==> config.mk <==
export PLATFORM = sky130hd
export DESIGN_NAME = deadline_timer_table_unit
export DESIGN_NICKNAME = d
export VERILOG_FILES = /design/src/dtt_pkg.sv /design/src/dtt_ctrl.sv /design/src/dtt_datapath.sv /design/src/deadline_timer_table_unit.sv
export SDC_FILE = /design/constraint.sdc
export NUM_CORES = 2
export LEC_CHECK = 0
export BUFFER_PORTS_ARGS = -buffer_cell sky130_fd_sc_hd__clkbuf_2
export CAP_MARGIN = 20
export CORE_AREA = 3 3 412 414
export DETAILED_ROUTE_END_ITERATION = 16
export DIE_AREA = 0 0 415 417
export PLACE_DENSITY = 0.69
export SLEW_MARGIN = 30
export SYNTH_ARGS = -nofsm -noshare
export SYNTH_HDL_FRONTEND = slang
export SYNTH_HIERARCHICAL = 1
export SYNTH_SLANG_ARGS = --single-unit
==> constraint.sdc <==
create_clock -name clk_i -period 11.6 [get_ports clk_i]
set_input_delay 0.58 -clock clk_i [delete_from_list [all_inputs] [get_ports clk_i]]
set_output_delay 0.58 -clock clk_i [all_outputs]
set_load 0.02 [all_outputs]
==> src/dtt_pkg.sv <==
// ----------------------------------------------------------------------------
// dtt_pkg
// Shared types and constants for the deadline timer table: item layouts,
// operation and result codes, register indexes and the control interface
// between the sequencer and the datapath.
// ----------------------------------------------------------------------------
package dtt_pkg;

  // field widths
  localparam int FUNC_W  = 2;
  localparam int SESS_W  = 5;
  localparam int IVL_W   = 32;
  localparam int NOW_W   = 48;
  localparam int KIND_W  = 2;
  localparam int WAIT_W  = 32;

  // configuration port
  localparam int CFG_W     = 32;
  localparam int CFG_IDX_W = 2;

  localparam logic [CFG_IDX_W-1:0] CFG_IDLE_WAIT = 2'd0;
  localparam logic [CFG_IDX_W-1:0] CFG_MAX_WAIT  = 2'd1;
  localparam logic [CFG_IDX_W-1:0] CFG_MIN_WAIT  = 2'd2;

  // register reset values in ms
  localparam logic [WAIT_W-1:0] IDLE_WAIT_RST = 32'd1000;
  localparam logic [WAIT_W-1:0] MAX_WAIT_RST  = 32'd60000;
  localparam logic [WAIT_W-1:0] MIN_WAIT_RST  = 32'd10;

  // operation codes
  localparam logic [FUNC_W-1:0] FUNC_WATCH   = 2'd0;
  localparam logic [FUNC_W-1:0] FUNC_UNWATCH = 2'd1;
  localparam logic [FUNC_W-1:0] FUNC_TICK    = 2'd2;

  // result codes
  localparam logic [KIND_W-1:0] KIND_EXPIRED = 2'd0;
  localparam logic [KIND_W-1:0] KIND_WAIT    = 2'd1;
  localparam logic [KIND_W-1:0] KIND_ACK     = 2'd2;

  typedef struct packed {
    logic [FUNC_W-1:0] func;
    logic [SESS_W-1:0] session;
    logic [IVL_W-1:0]  interval_ms;
    logic [NOW_W-1:0]  now_ms;
  } in_item_t;

  typedef struct packed {
    logic [KIND_W-1:0] kind;
    logic [SESS_W-1:0] expired_session;
    logic [WAIT_W-1:0] wait_ms;
    logic              wake;
    logic              last;
  } out_item_t;

  // sequencer to datapath commands
  typedef struct packed {
    logic load;       // capture the accepted item
    logic exec;       // carry out watch or unwatch
    logic scan_clr;   // restart the minimum search
    logic scan_rd;    // read the next slot of the table
    logic calc_left;  // time left to the earliest deadline
    logic calc_wait;  // cap or idle wait
    logic calc_floor; // next wakeup and floored wait
    logic post_ack;
    logic post_exp;   // also disarms the expired slot
    logic post_rep;
  } dtt_cmd_t;

  // datapath to sequencer status
  typedef struct packed {
    logic [FUNC_W-1:0] func;
    logic              scan_last;
    logic              due;
    logic              out_free;
  } dtt_stat_t;

endpackage

==> src/dtt_ctrl.sv <==
// ----------------------------------------------------------------------------
// dtt_ctrl
// Sequencer of the deadline timer table: decodes each item, runs the slot
// scans of a tick and posts results into the output register.
// ----------------------------------------------------------------------------
module dtt_ctrl
  import dtt_pkg::*;
(
  input  logic      clk_i,
  input  logic      rst_ni,
  input  logic      in_valid_i,
  output logic      in_ready_o,
  input  dtt_stat_t stat_i,
  output dtt_cmd_t  cmd_o
);

  localparam logic [3:0] S_IDLE   = 4'd0;
  localparam logic [3:0] S_EXEC   = 4'd1;
  localparam logic [3:0] S_ACK    = 4'd2;
  localparam logic [3:0] S_SCAN   = 4'd3;
  localparam logic [3:0] S_DRAIN  = 4'd4;
  localparam logic [3:0] S_DECIDE = 4'd5;
  localparam logic [3:0] S_EXPIRE = 4'd6;
  localparam logic [3:0] S_WAIT   = 4'd7;
  localparam logic [3:0] S_FLOOR  = 4'd8;
  localparam logic [3:0] S_REPORT = 4'd9;

  logic [3:0] state_q, state_d;

  // next state and commands
  always_comb begin
    state_d    = state_q;
    cmd_o      = '0;
    in_ready_o = 1'b0;
    unique case (state_q)
      S_IDLE: begin
        in_ready_o = 1'b1;
        if (in_valid_i) begin
          cmd_o.load = 1'b1;
          state_d    = S_EXEC;
        end
      end
      S_EXEC: begin
        if (stat_i.func == FUNC_TICK) begin
          cmd_o.scan_clr = 1'b1;
          state_d        = S_SCAN;
        end else begin
          cmd_o.exec = 1'b1;
          state_d    = S_ACK;
        end
      end
      S_ACK: begin
        if (stat_i.out_free) begin
          cmd_o.post_ack = 1'b1;
          state_d        = S_IDLE;
        end
      end
      S_SCAN: begin
        cmd_o.scan_rd = 1'b1;
        if (stat_i.scan_last) begin
          state_d = S_DRAIN;
        end
      end
      // last slot is compared here
      S_DRAIN: begin
        state_d = S_DECIDE;
      end
      S_DECIDE: begin
        cmd_o.calc_left = 1'b1;
        state_d = stat_i.due ? S_EXPIRE : S_WAIT;
      end
      S_EXPIRE: begin
        if (stat_i.out_free) begin
          cmd_o.post_exp = 1'b1;
          cmd_o.scan_clr = 1'b1;
          state_d        = S_SCAN;
        end
      end
      S_WAIT: begin
        cmd_o.calc_wait = 1'b1;
        state_d         = S_FLOOR;
      end
      S_FLOOR: begin
        cmd_o.calc_floor = 1'b1;
        state_d          = S_REPORT;
      end
      S_REPORT: begin
        if (stat_i.out_free) begin
          cmd_o.post_rep = 1'b1;
          state_d        = S_IDLE;
        end
      end
      default: begin
        state_d = S_IDLE;
      end
    endcase
  end

  // state register
  always_ff @(posedge clk_i or negedge rst_ni) begin
    if (!rst_ni) begin
      state_q <= S_IDLE;
    end else begin
      state_q <= state_d;
    end
  end

endmodule

==> src/dtt_datapath.sv <==
// ----------------------------------------------------------------------------
// dtt_datapath
// Deadline memory, armed bits, minimum search over the slots, wait
// arithmetic and the output register of the deadline timer table.
// ----------------------------------------------------------------------------
module dtt_datapath
  import dtt_pkg::*;
#(
  parameter int SLOTS     = 32,
  parameter int TIME_BITS = 48
) (
  input  logic              clk_i,
  input  logic              rst_ni,
  input  in_item_t          in_item_i,
  input  logic [WAIT_W-1:0] idle_wait_i,
  input  logic [WAIT_W-1:0] max_wait_i,
  input  logic [WAIT_W-1:0] min_wait_i,
  input  dtt_cmd_t          cmd_i,
  output dtt_stat_t         stat_o,
  input  logic              out_ready_i,
  output logic              out_valid_o,
  output out_item_t         out_item_o
);

  localparam int SLOT_W = $clog2(SLOTS);
  localparam int TW1    = TIME_BITS + 1;

  // captured item
  logic [FUNC_W-1:0]    func_q;
  logic [SESS_W-1:0]    sess_q;
  logic [IVL_W-1:0]     ivl_q;
  logic [TIME_BITS-1:0] now_q;
  logic [63:0]          now_ext;

  // table
  logic [TIME_BITS-1:0] mem_q [SLOTS];
  logic [TIME_BITS-1:0] rdata_q;
  logic [SLOTS-1:0]     armed_q;

  // scan
  logic [SLOT_W-1:0]    idx_q;
  logic [SLOT_W-1:0]    rd_idx_q;
  logic                 cmp_en_q;
  logic                 found_q;
  logic [TIME_BITS-1:0] best_q;
  logic [SLOT_W-1:0]    best_idx_q;
  logic                 hit;

  // arithmetic
  logic                 in_range;
  logic [SLOT_W-1:0]    sess_addr;
  logic                 mem_we;
  logic [TW1-1:0]       dl_sum;
  logic [TIME_BITS-1:0] dl_sat;
  logic [TW1-1:0]       nw_sum;
  logic [TIME_BITS-1:0] nw_sat;
  logic [TIME_BITS-1:0] left_q;
  logic [WAIT_W-1:0]    wait_q;
  logic [WAIT_W-1:0]    rep_q;
  logic [TIME_BITS-1:0] next_wakeup_q;
  logic                 wake_q;

  // output register
  logic                 out_valid_q;
  out_item_t            out_q;

  assign now_ext   = 64'(in_item_i.now_ms);
  assign in_range  = 32'(sess_q) < 32'(SLOTS);
  assign sess_addr = SLOT_W'(sess_q);
  assign mem_we    = cmd_i.exec && (func_q == FUNC_WATCH) && in_range;

  // saturating deadline and next wakeup
  assign dl_sum = {1'b0, now_q} + TW1'(ivl_q);
  assign dl_sat = dl_sum[TIME_BITS] ? '1 : dl_sum[TIME_BITS-1:0];
  assign nw_sum = {1'b0, now_q} + TW1'(wait_q);
  assign nw_sat = nw_sum[TIME_BITS] ? '1 : nw_sum[TIME_BITS-1:0];

  // item capture
  always_ff @(posedge clk_i) begin
    if (cmd_i.load) begin
      func_q <= in_item_i.func;
      sess_q <= in_item_i.session;
      ivl_q  <= in_item_i.interval_ms;
      now_q  <= now_ext[TIME_BITS-1:0];
    end
  end

  // deadline memory, one write and one registered read port
  always_ff @(posedge clk_i) begin
    if (mem_we) begin
      mem_q[sess_addr] <= dl_sat;
    end
    rdata_q <= mem_q[idx_q];
  end

  // armed bits
  always_ff @(posedge clk_i or negedge rst_ni) begin
    if (!rst_ni) begin
      armed_q <= '0;
    end else if (cmd_i.exec && in_range) begin
      if (func_q == FUNC_WATCH) begin
        armed_q[sess_addr] <= 1'b1;
      end else if (func_q == FUNC_UNWATCH) begin
        armed_q[sess_addr] <= 1'b0;
      end
    end else if (cmd_i.post_exp) begin
      armed_q[best_idx_q] <= 1'b0;
    end
  end

  // wake flag for the watch acknowledgement
  always_ff @(posedge clk_i) begin
    if (cmd_i.exec) begin
      wake_q <= mem_we && (dl_sat < next_wakeup_q);
    end
  end

  // scan address and read pipeline
  always_ff @(posedge clk_i or negedge rst_ni) begin
    if (!rst_ni) begin
      idx_q    <= '0;
      cmp_en_q <= 1'b0;
    end else begin
      cmp_en_q <= cmd_i.scan_rd;
      if (cmd_i.scan_clr) begin
        idx_q <= '0;
      end else if (cmd_i.scan_rd) begin
        idx_q <= idx_q + 1'b1;
      end
    end
  end

  always_ff @(posedge clk_i) begin
    rd_idx_q <= idx_q;
  end

  // running minimum, strict compare keeps the lower slot on a tie
  assign hit = cmp_en_q && armed_q[rd_idx_q] && (!found_q || (rdata_q < best_q));

  always_ff @(posedge clk_i or negedge rst_ni) begin
    if (!rst_ni) begin
      found_q <= 1'b0;
    end else if (cmd_i.scan_clr) begin
      found_q <= 1'b0;
    end else if (hit) begin
      found_q <= 1'b1;
    end
  end

  always_ff @(posedge clk_i) begin
    if (hit) begin
      best_q     <= rdata_q;
      best_idx_q <= rd_idx_q;
    end
  end

  // wait arithmetic
  always_ff @(posedge clk_i) begin
    if (cmd_i.calc_left) begin
      left_q <= best_q - now_q;
    end
    if (cmd_i.calc_wait) begin
      if (!found_q) begin
        wait_q <= idle_wait_i;
      end else if (left_q > TIME_BITS'(max_wait_i)) begin
        wait_q <= max_wait_i;
      end else begin
        wait_q <= left_q[WAIT_W-1:0];
      end
    end
    if (cmd_i.calc_floor) begin
      rep_q <= (wait_q <= min_wait_i) ? min_wait_i : wait_q;
    end
  end

  always_ff @(posedge clk_i or negedge rst_ni) begin
    if (!rst_ni) begin
      next_wakeup_q <= '0;
    end else if (cmd_i.calc_floor) begin
      next_wakeup_q <= nw_sat;
    end
  end

  // output register
  always_ff @(posedge clk_i or negedge rst_ni) begin
    if (!rst_ni) begin
      out_valid_q <= 1'b0;
    end else if (cmd_i.post_ack || cmd_i.post_exp || cmd_i.post_rep) begin
      out_valid_q <= 1'b1;
    end else if (out_ready_i) begin
      out_valid_q <= 1'b0;
    end
  end

  always_ff @(posedge clk_i) begin
    if (cmd_i.post_ack) begin
      out_q.kind            <= KIND_ACK;
      out_q.expired_session <= '0;
      out_q.wait_ms         <= '0;
      out_q.wake            <= wake_q;
      out_q.last            <= 1'b1;
    end else if (cmd_i.post_exp) begin
      out_q.kind            <= KIND_EXPIRED;
      out_q.expired_session <= SESS_W'(best_idx_q);
      out_q.wait_ms         <= '0;
      out_q.wake            <= 1'b0;
      out_q.last            <= 1'b0;
    end else if (cmd_i.post_rep) begin
      out_q.kind            <= KIND_WAIT;
      out_q.expired_session <= '0;
      out_q.wait_ms         <= rep_q;
      out_q.wake            <= 1'b0;
      out_q.last            <= 1'b1;
    end
  end

  assign out_valid_o = out_valid_q;
  assign out_item_o  = out_q;

  // status
  assign stat_o.func      = func_q;
  assign stat_o.scan_last = idx_q == SLOT_W'(SLOTS - 1);
  assign stat_o.due       = found_q && (best_q <= now_q);
  assign stat_o.out_free  = !out_valid_q || out_ready_i;

`ifndef SYNTHESIS
  // a result is only posted into a free output register
  assert property (@(posedge clk_i) disable iff (!rst_ni)
    (cmd_i.post_ack || cmd_i.post_exp || cmd_i.post_rep) |-> (!out_valid_q || out_ready_i))
    else $error("result posted over an untaken result");

  // an expiry always names an armed slot found by the scan
  assert property (@(posedge clk_i) disable iff (!rst_ni)
    cmd_i.post_exp |-> (found_q && armed_q[best_idx_q]))
    else $error("expiry of a slot that is not armed");

  // table writes never overlap a scan compare
  assert property (@(posedge clk_i) disable iff (!rst_ni)
    !(mem_we && cmp_en_q))
    else $error("deadline write during scan");
`endif

endmodule

==> src/deadline_timer_table_unit.sv <==
// ----------------------------------------------------------------------------
// deadline_timer_table_unit
// Top level of the deadline timer table: configuration registers, sequencer
// and datapath.
// ----------------------------------------------------------------------------
// One item is handled at a time. A watch, unwatch or unknown operation is
// executed and then acknowledged in the output register. A tick scans the
// deadline memory through its single read port and makes one pass per
// expired slot plus a final one; each result it posts waits while the
// output side stalls. The deadline memory needs no clearing after reset;
// the block is ready at once.
module deadline_timer_table_unit
  import dtt_pkg::*;
#(
  parameter int SLOTS     = 32,
  parameter int TIME_BITS = 48
) (
  input  logic                 clk_i,
  input  logic                 rst_ni,
  input  logic                 in_valid_i,
  output logic                 in_ready_o,
  input  in_item_t             in_item_i,
  output logic                 out_valid_o,
  input  logic                 out_ready_i,
  output out_item_t            out_item_o,
  input  logic                 cfg_we_i,
  input  logic [CFG_IDX_W-1:0] cfg_index_i,
  input  logic [CFG_W-1:0]     cfg_data_i
);

  logic [WAIT_W-1:0] idle_wait_q;
  logic [WAIT_W-1:0] max_wait_q;
  logic [WAIT_W-1:0] min_wait_q;
  dtt_cmd_t          cmd;
  dtt_stat_t         stat;

  // configuration registers
  always_ff @(posedge clk_i or negedge rst_ni) begin
    if (!rst_ni) begin
      idle_wait_q <= IDLE_WAIT_RST;
      max_wait_q  <= MAX_WAIT_RST;
      min_wait_q  <= MIN_WAIT_RST;
    end else if (cfg_we_i) begin
      unique case (cfg_index_i)
        CFG_IDLE_WAIT: idle_wait_q <= cfg_data_i;
        CFG_MAX_WAIT:  max_wait_q  <= cfg_data_i;
        CFG_MIN_WAIT:  min_wait_q  <= cfg_data_i;
        default: begin
        end
      endcase
    end
  end

  // sequencer
  dtt_ctrl u_ctrl (
    .clk_i      (clk_i),
    .rst_ni     (rst_ni),
    .in_valid_i (in_valid_i),
    .in_ready_o (in_ready_o),
    .stat_i     (stat),
    .cmd_o      (cmd)
  );

  // datapath
  dtt_datapath #(
    .SLOTS     (SLOTS),
    .TIME_BITS (TIME_BITS)
  ) u_datapath (
    .clk_i       (clk_i),
    .rst_ni      (rst_ni),
    .in_item_i   (in_item_i),
    .idle_wait_i (idle_wait_q),
    .max_wait_i  (max_wait_q),
    .min_wait_i  (min_wait_q),
    .cmd_i       (cmd),
    .stat_o      (stat),
    .out_ready_i (out_ready_i),
    .out_valid_o (out_valid_o),
    .out_item_o  (out_item_o)
  );

endmodule
==> results.md <==
* Cells resized by post-CTS repair at 0
* Number of violations of the max-capacitance limit at 0
* Number of CTS-inserted buffers at 199
* Layout Area Growth over Synthesis at 13.9%
* Wire length of the first global-routing pass at 347,000 µm
* Share of total power in the clock network at 28.6%
* Buf+Inv Stages, Crit Path at 1
* Later-pin clock latency in the skew report at 0.85 ns
* Library cells used by synthesis at 88
* Sequential share of power at 42.8%
* Net count after synthesis at 5,480
* Worst hold path class: in -> reg
* WL/cell at 30.8 µm
* Final-layout setup total negative slack at 0 ns
* Switching fraction of total power at 30.4%
* Final hold vios at 0
* Launch instance of the worst register-to-register path: u_datapath/now_q[0]
* I/O Pins at 169
* Number of nets in the layout at 5,852
* Upper clock frequency limit at 0.123 GHz
* Post-Route Skew at 0.0377 ns
* Top_reg_cell synth: sky130_fd_sc_hd__edfxtp_1
* Number of iterations in the first detailed-routing pass at 8
* Post-Synthesis Cell Area at 88,200 µm²
* Buffer depth of the longest clock path at 3
* Count of cells along the worst hold path at 2
* Startpoint Class: flop
* Die ar. at 173,000 µm²
* Max stage delay cell, worst path: sky130_fd_sc_hd__a221oi_1
* Worst setup path category: reg -> reg
* Share of power burned in combinational logic at 28.6%
* Summed area of non-filler cells in the final layout at 100,000 µm²
* Slew at the pin with the worst max-slew slack at 1.08 ns
* Die boundary width at 415 µm
* CP Data Arrival Time at 8.81 ns
* Clock Sink Count at 2,071
* Post-synthesis async set-or-reset flop share at 9.08%
* Number of placement rows at 150
* Reg-to-Reg End: u_datapath/wake_q
* Post-detailed-route via-to-cell ratio at 6.38
* Fill cell count at 12,032
* 1st-iter DRT viols at 7,021
* Worst Setup End Kind: flop
* Pre-CTS WS at 3.78 ns
* Overflow left after global routing at 0
* Initial standard-cell utilization of the core at 52.9%
* Die height at 417 µm
* Register-to-Register Setup Slack at 3.48 ns
* Max-slew headroom at 27.6%
* Launch point of the worst hold path: cfg_data_i[11]
* Number of global-route vias before repair at 48,782
* Vias post-DR at 49,960
* Pwr per Cell Area at 233 nW/µm²
* Number of instances in the placed design at 7,334
* Cell type group with the largest total delay on the critical path: compound AO/OA/AOI/OAI gates
* Endpoint required time on the critical path at 12.29 ns
* Setup repair after global routing missed its margin: no
* Number of pins exceeding their max-slew limit in the final report at 0
* Clock tree from TritonCTS: yes
* Cells after Synth at 5,079
* Number of input and output port buffers inserted at 168
* Antenna violations before repair at 7
* Avg Cell Area, Syn at 17.4 µm²
* Count of state elements after synthesis at 2,071
* Dominant cell type by count on the critical path: sky130_fd_sc_hd__a21o_1
* Hold Crit Endpoint: min_wait_q[11]
* Peak per-stage delay on the critical path at 0.88 ns
* Yosys Warn Count at 6
* Number of synthesized flops with an enable pin at 1,790
* Clock-pin slew on the worst setup and hold paths at 0.06 ns
* Period minus WS final at 8.12 ns
* Maximum fanout along the worst path at 39
* Cell-by-cell listing of the critical path: ha_1 -> fa_1 -> a21o_1 -> a21oi_4 -> o21ai_2 -> a2111o_1 -> a21o_1 -> and2_1 -> a211o_1 -> nand3_2 -> buf_4 -> nand2_1 -> ha_1 -> a21o_1 -> a21o_1 -> a21oi_1 -> nor2b_1 -> o21ai_0 -> a21oi_1 -> nor3_1 -> o21ai_0 -> a221oi_1 -> o31a_1
* Count of unresolved DRC violations after routing at 0
* Area inside the core boundary at 167,000 µm²
* Placer congestion estimate at 0.966
* Count of endpoints failing setup in the final report at 0
* Power after layout at 23,400 µW
* Final non-filler cell total at 7,836
* Final setup slack of the worst path at 3.48 ns
* Overall global routing resource usage at 28.0%
* Pint at 16,300 µW
* Portion of the post-synthesis area used by sequential elements at 68.4%
* Root Driver: sky130_fd_sc_hd__clkbuf_16
* Depth of the most critical reg-to-reg path at 23
* Result of the run: finished, final reports clean
* Share of the clock period used by the worst path after layout at 70.0%
* Pin count of the biggest net entering global routing at 141
* Final wirelength at 242,000 µm
* Peak VDD IR at 197 µV
* Estimated wirelength of the detail-placed design at 145,000 µm
* Share of layout cells above drive strength 1 at 24.9%
* LEAKAGE at 0.0349 µW
* Number of H-tree levels at 4
* Placed standard-cell area at 92,300 µm²
* ANT nets after route at 0
* Switching pwr at 7110 µW
worst max-delay path by stage:
stage                        start           endpoint  cells past startpoint
2_1_floorplan  u_datapath/now_q[0]  u_datapath/wake_q                     23
3_3_place_gp   u_datapath/now_q[1]  u_datapath/wake_q                     22
3_5_place_dp   u_datapath/now_q[0]  u_datapath/wake_q                     23
4_1_cts        u_datapath/now_q[0]  u_datapath/wake_q                     23
5_1_grt        u_datapath/now_q[0]  u_datapath/wake_q                     23
6_report       u_datapath/now_q[0]  u_datapath/wake_q                     23
routing by layer:
layer / track usage (%) / share of wire (%)
met4: 9.16 / 3.5
met1: 40.3 / 39
met3: 4.55 / 10
met2: 44.2 / 47
met5: 0 / 0
cell usage in the layout (no fill, tap or decap), types with 94 or more instances in the layout:
| cell | instances |
|---|---|
| sky130_fd_sc_hd__a21o_1 | 94 |
| sky130_fd_sc_hd__edfxtp_1 | 1790 |
| sky130_fd_sc_hd__nor2_1 | 188 |
| sky130_fd_sc_hd__clkbuf_16 | 207 |
| sky130_fd_sc_hd__ha_1 | 272 |
| sky130_fd_sc_hd__inv_1 | 244 |
| sky130_fd_sc_hd__buf_4 | 97 |
| sky130_fd_sc_hd__dlygate4sd3_1 | 118 |
| sky130_fd_sc_hd__o21ai_0 | 186 |
| sky130_fd_sc_hd__clkbuf_2 | 167 |
| sky130_fd_sc_hd__mux2_2 | 177 |
| sky130_fd_sc_hd__mux4_2 | 490 |
| sky130_fd_sc_hd__nand2_1 | 106 |
| sky130_fd_sc_hd__dfrtp_1 | 167 |
| sky130_fd_sc_hd__a21oi_1 | 264 |
synthesized netlist by cell type, types with 9 or more instances:
master	count	area [µm²]
sky130_fd_sc_hd__dfrtp_1	173	4330
sky130_fd_sc_hd__a22oi_1	15	113
sky130_fd_sc_hd__xnor2_1	64	561
sky130_fd_sc_hd__inv_1	244	916
sky130_fd_sc_hd__nor2_1	224	841
sky130_fd_sc_hd__o21a_1	32	240
sky130_fd_sc_hd__and2_1	16	100
sky130_fd_sc_hd__a211oi_1	18	135
sky130_fd_sc_hd__mux4_2	490	11000
sky130_fd_sc_hd__nor2b_1	38	238
sky130_fd_sc_hd__clkbuf_1	159	597
sky130_fd_sc_hd__mux2i_1	67	671
sky130_fd_sc_hd__buf_1	41	154
sky130_fd_sc_hd__nand4_1	47	294
sky130_fd_sc_hd__a21oi_1	268	1340
sky130_fd_sc_hd__and3_1	25	156
sky130_fd_sc_hd__nand2b_1	25	156
sky130_fd_sc_hd__nand2_1	131	492
sky130_fd_sc_hd__nor3b_1	17	128
sky130_fd_sc_hd__or2_2	14	87.6
sky130_fd_sc_hd__dfstp_2	15	394
sky130_fd_sc_hd__dfxtp_1	93	1860
sky130_fd_sc_hd__edfxtp_1	1790	53800
sky130_fd_sc_hd__and4_1	9	78.8
sky130_fd_sc_hd__mux2_2	177	1990
sky130_fd_sc_hd__nor4_1	17	106
sky130_fd_sc_hd__a31oi_1	23	144
sky130_fd_sc_hd__nor3_1	30	150
sky130_fd_sc_hd__a21o_1	94	706
sky130_fd_sc_hd__o21ai_1	15	75.1
sky130_fd_sc_hd__o21ai_0	189	946
sky130_fd_sc_hd__xor2_1	41	359
sky130_fd_sc_hd__o21bai_1	9	67.6
sky130_fd_sc_hd__buf_2	13	65.1
sky130_fd_sc_hd__o211ai_1	18	135
sky130_fd_sc_hd__ha_1	272	3400
sky130_fd_sc_hd__or3_1	12	75.1
sky130_fd_sc_hd__nand3_1	39	195
flip-flops by register name, indices dropped and copies added (netlist names), 41 cells and up, named ones only:
register,flops
u_datapath/rdata_q,48
u_datapath/best_q,48
u_datapath/now_q,48
u_datapath/mem_q,1536
u_datapath/left_q,48
u_datapath/next_wakeup_q,48
u_datapath/out_item_o,41
layout make-up:
cell class / instances / area, µm² / share of cell area, %
Antenna cell: 6 / 15.0 / 0.0149
Clock buffer: 262 / 5600 / 5.57
Clock inverter: 114 / 1240 / 1.23
Inverter: 245 / 920 / 0.916
Multi-Input combinational cell: 2539 / 26500 / 26.4
Sequential cell: 2071 / 60400 / 60.1
Tap cell: 2204 / 2760 / 2.75
Timing Repair Buffer: 395 / 3010 / 3.00
cells by family (layout without fill, tap and decap cells):
family          after synthesis  count (layout)  share of synthesized area (%)
other cells                   0               6                              0
mux                         737             737                           15.6
fa+ha+maj                   275             275                           3.93
flops                      2071            2071                           68.4
simple gates                667             667                           3.75
compound gates              755             755                           5.20
buf+inv                     469            1016                           2.10
xor+xnor                    105             105                           1.04
worst reg2reg max path: stages, from the launching register on:
cell,delay [ns]
sky130_fd_sc_hd__edfxtp_1,0.42
sky130_fd_sc_hd__ha_1,0.25
sky130_fd_sc_hd__fa_1,0.42
sky130_fd_sc_hd__a21o_1,0.23
sky130_fd_sc_hd__a21oi_4,0.19
sky130_fd_sc_hd__o21ai_2,0.08
sky130_fd_sc_hd__a2111o_1,0.46
sky130_fd_sc_hd__a21o_1,0.30
sky130_fd_sc_hd__and2_1,0.21
sky130_fd_sc_hd__a211o_1,0.51
sky130_fd_sc_hd__nand3_2,0.15
sky130_fd_sc_hd__buf_4,0.72
sky130_fd_sc_hd__nand2_1,0.88
sky130_fd_sc_hd__ha_1,0.60
sky130_fd_sc_hd__a21o_1,0.18
sky130_fd_sc_hd__a21o_1,0.17
sky130_fd_sc_hd__a21oi_1,0.16
sky130_fd_sc_hd__nor2b_1,0.07
sky130_fd_sc_hd__o21ai_0,0.18
sky130_fd_sc_hd__a21oi_1,0.09
sky130_fd_sc_hd__nor3_1,0.32
sky130_fd_sc_hd__o21ai_0,0.22
sky130_fd_sc_hd__a221oi_1,0.88
sky130_fd_sc_hd__o31a_1,0.26
per-stage QoR:
| stage | utilization, % | hold WS [ns] |
|---|---|---|
| floorplan | - | 0.284 |
| global route | 60.3 | 0.0287 |
| global placement | 55.2 | 0.423 |
| finish | 60.3 | 0.0686 |
| detailed placement | 55.4 | 0.421 |
| CTS | 60.2 | 0.000845 |
power groups by stage:
stage          Combinational [µW]  Sequential (µW)  Clock (µW)
3_3_place_gp                 6380            10200           0
5_1_grt                      7240            10000        7100
6_report                     6700            10000        6700
3_5_place_dp                 6510            10200           0
4_1_cts                      6590            10000        6790
2_1_floorplan                4810             9850           0
repair_timing:
item,4_1_cts,5_1_grt
endpoints found under the hold margin,236,1
setup buffers,0,0
setup endpoints to repair,0,0
hold buffers,117,1
No activity file was read; power rests on OpenSTA's default activity.
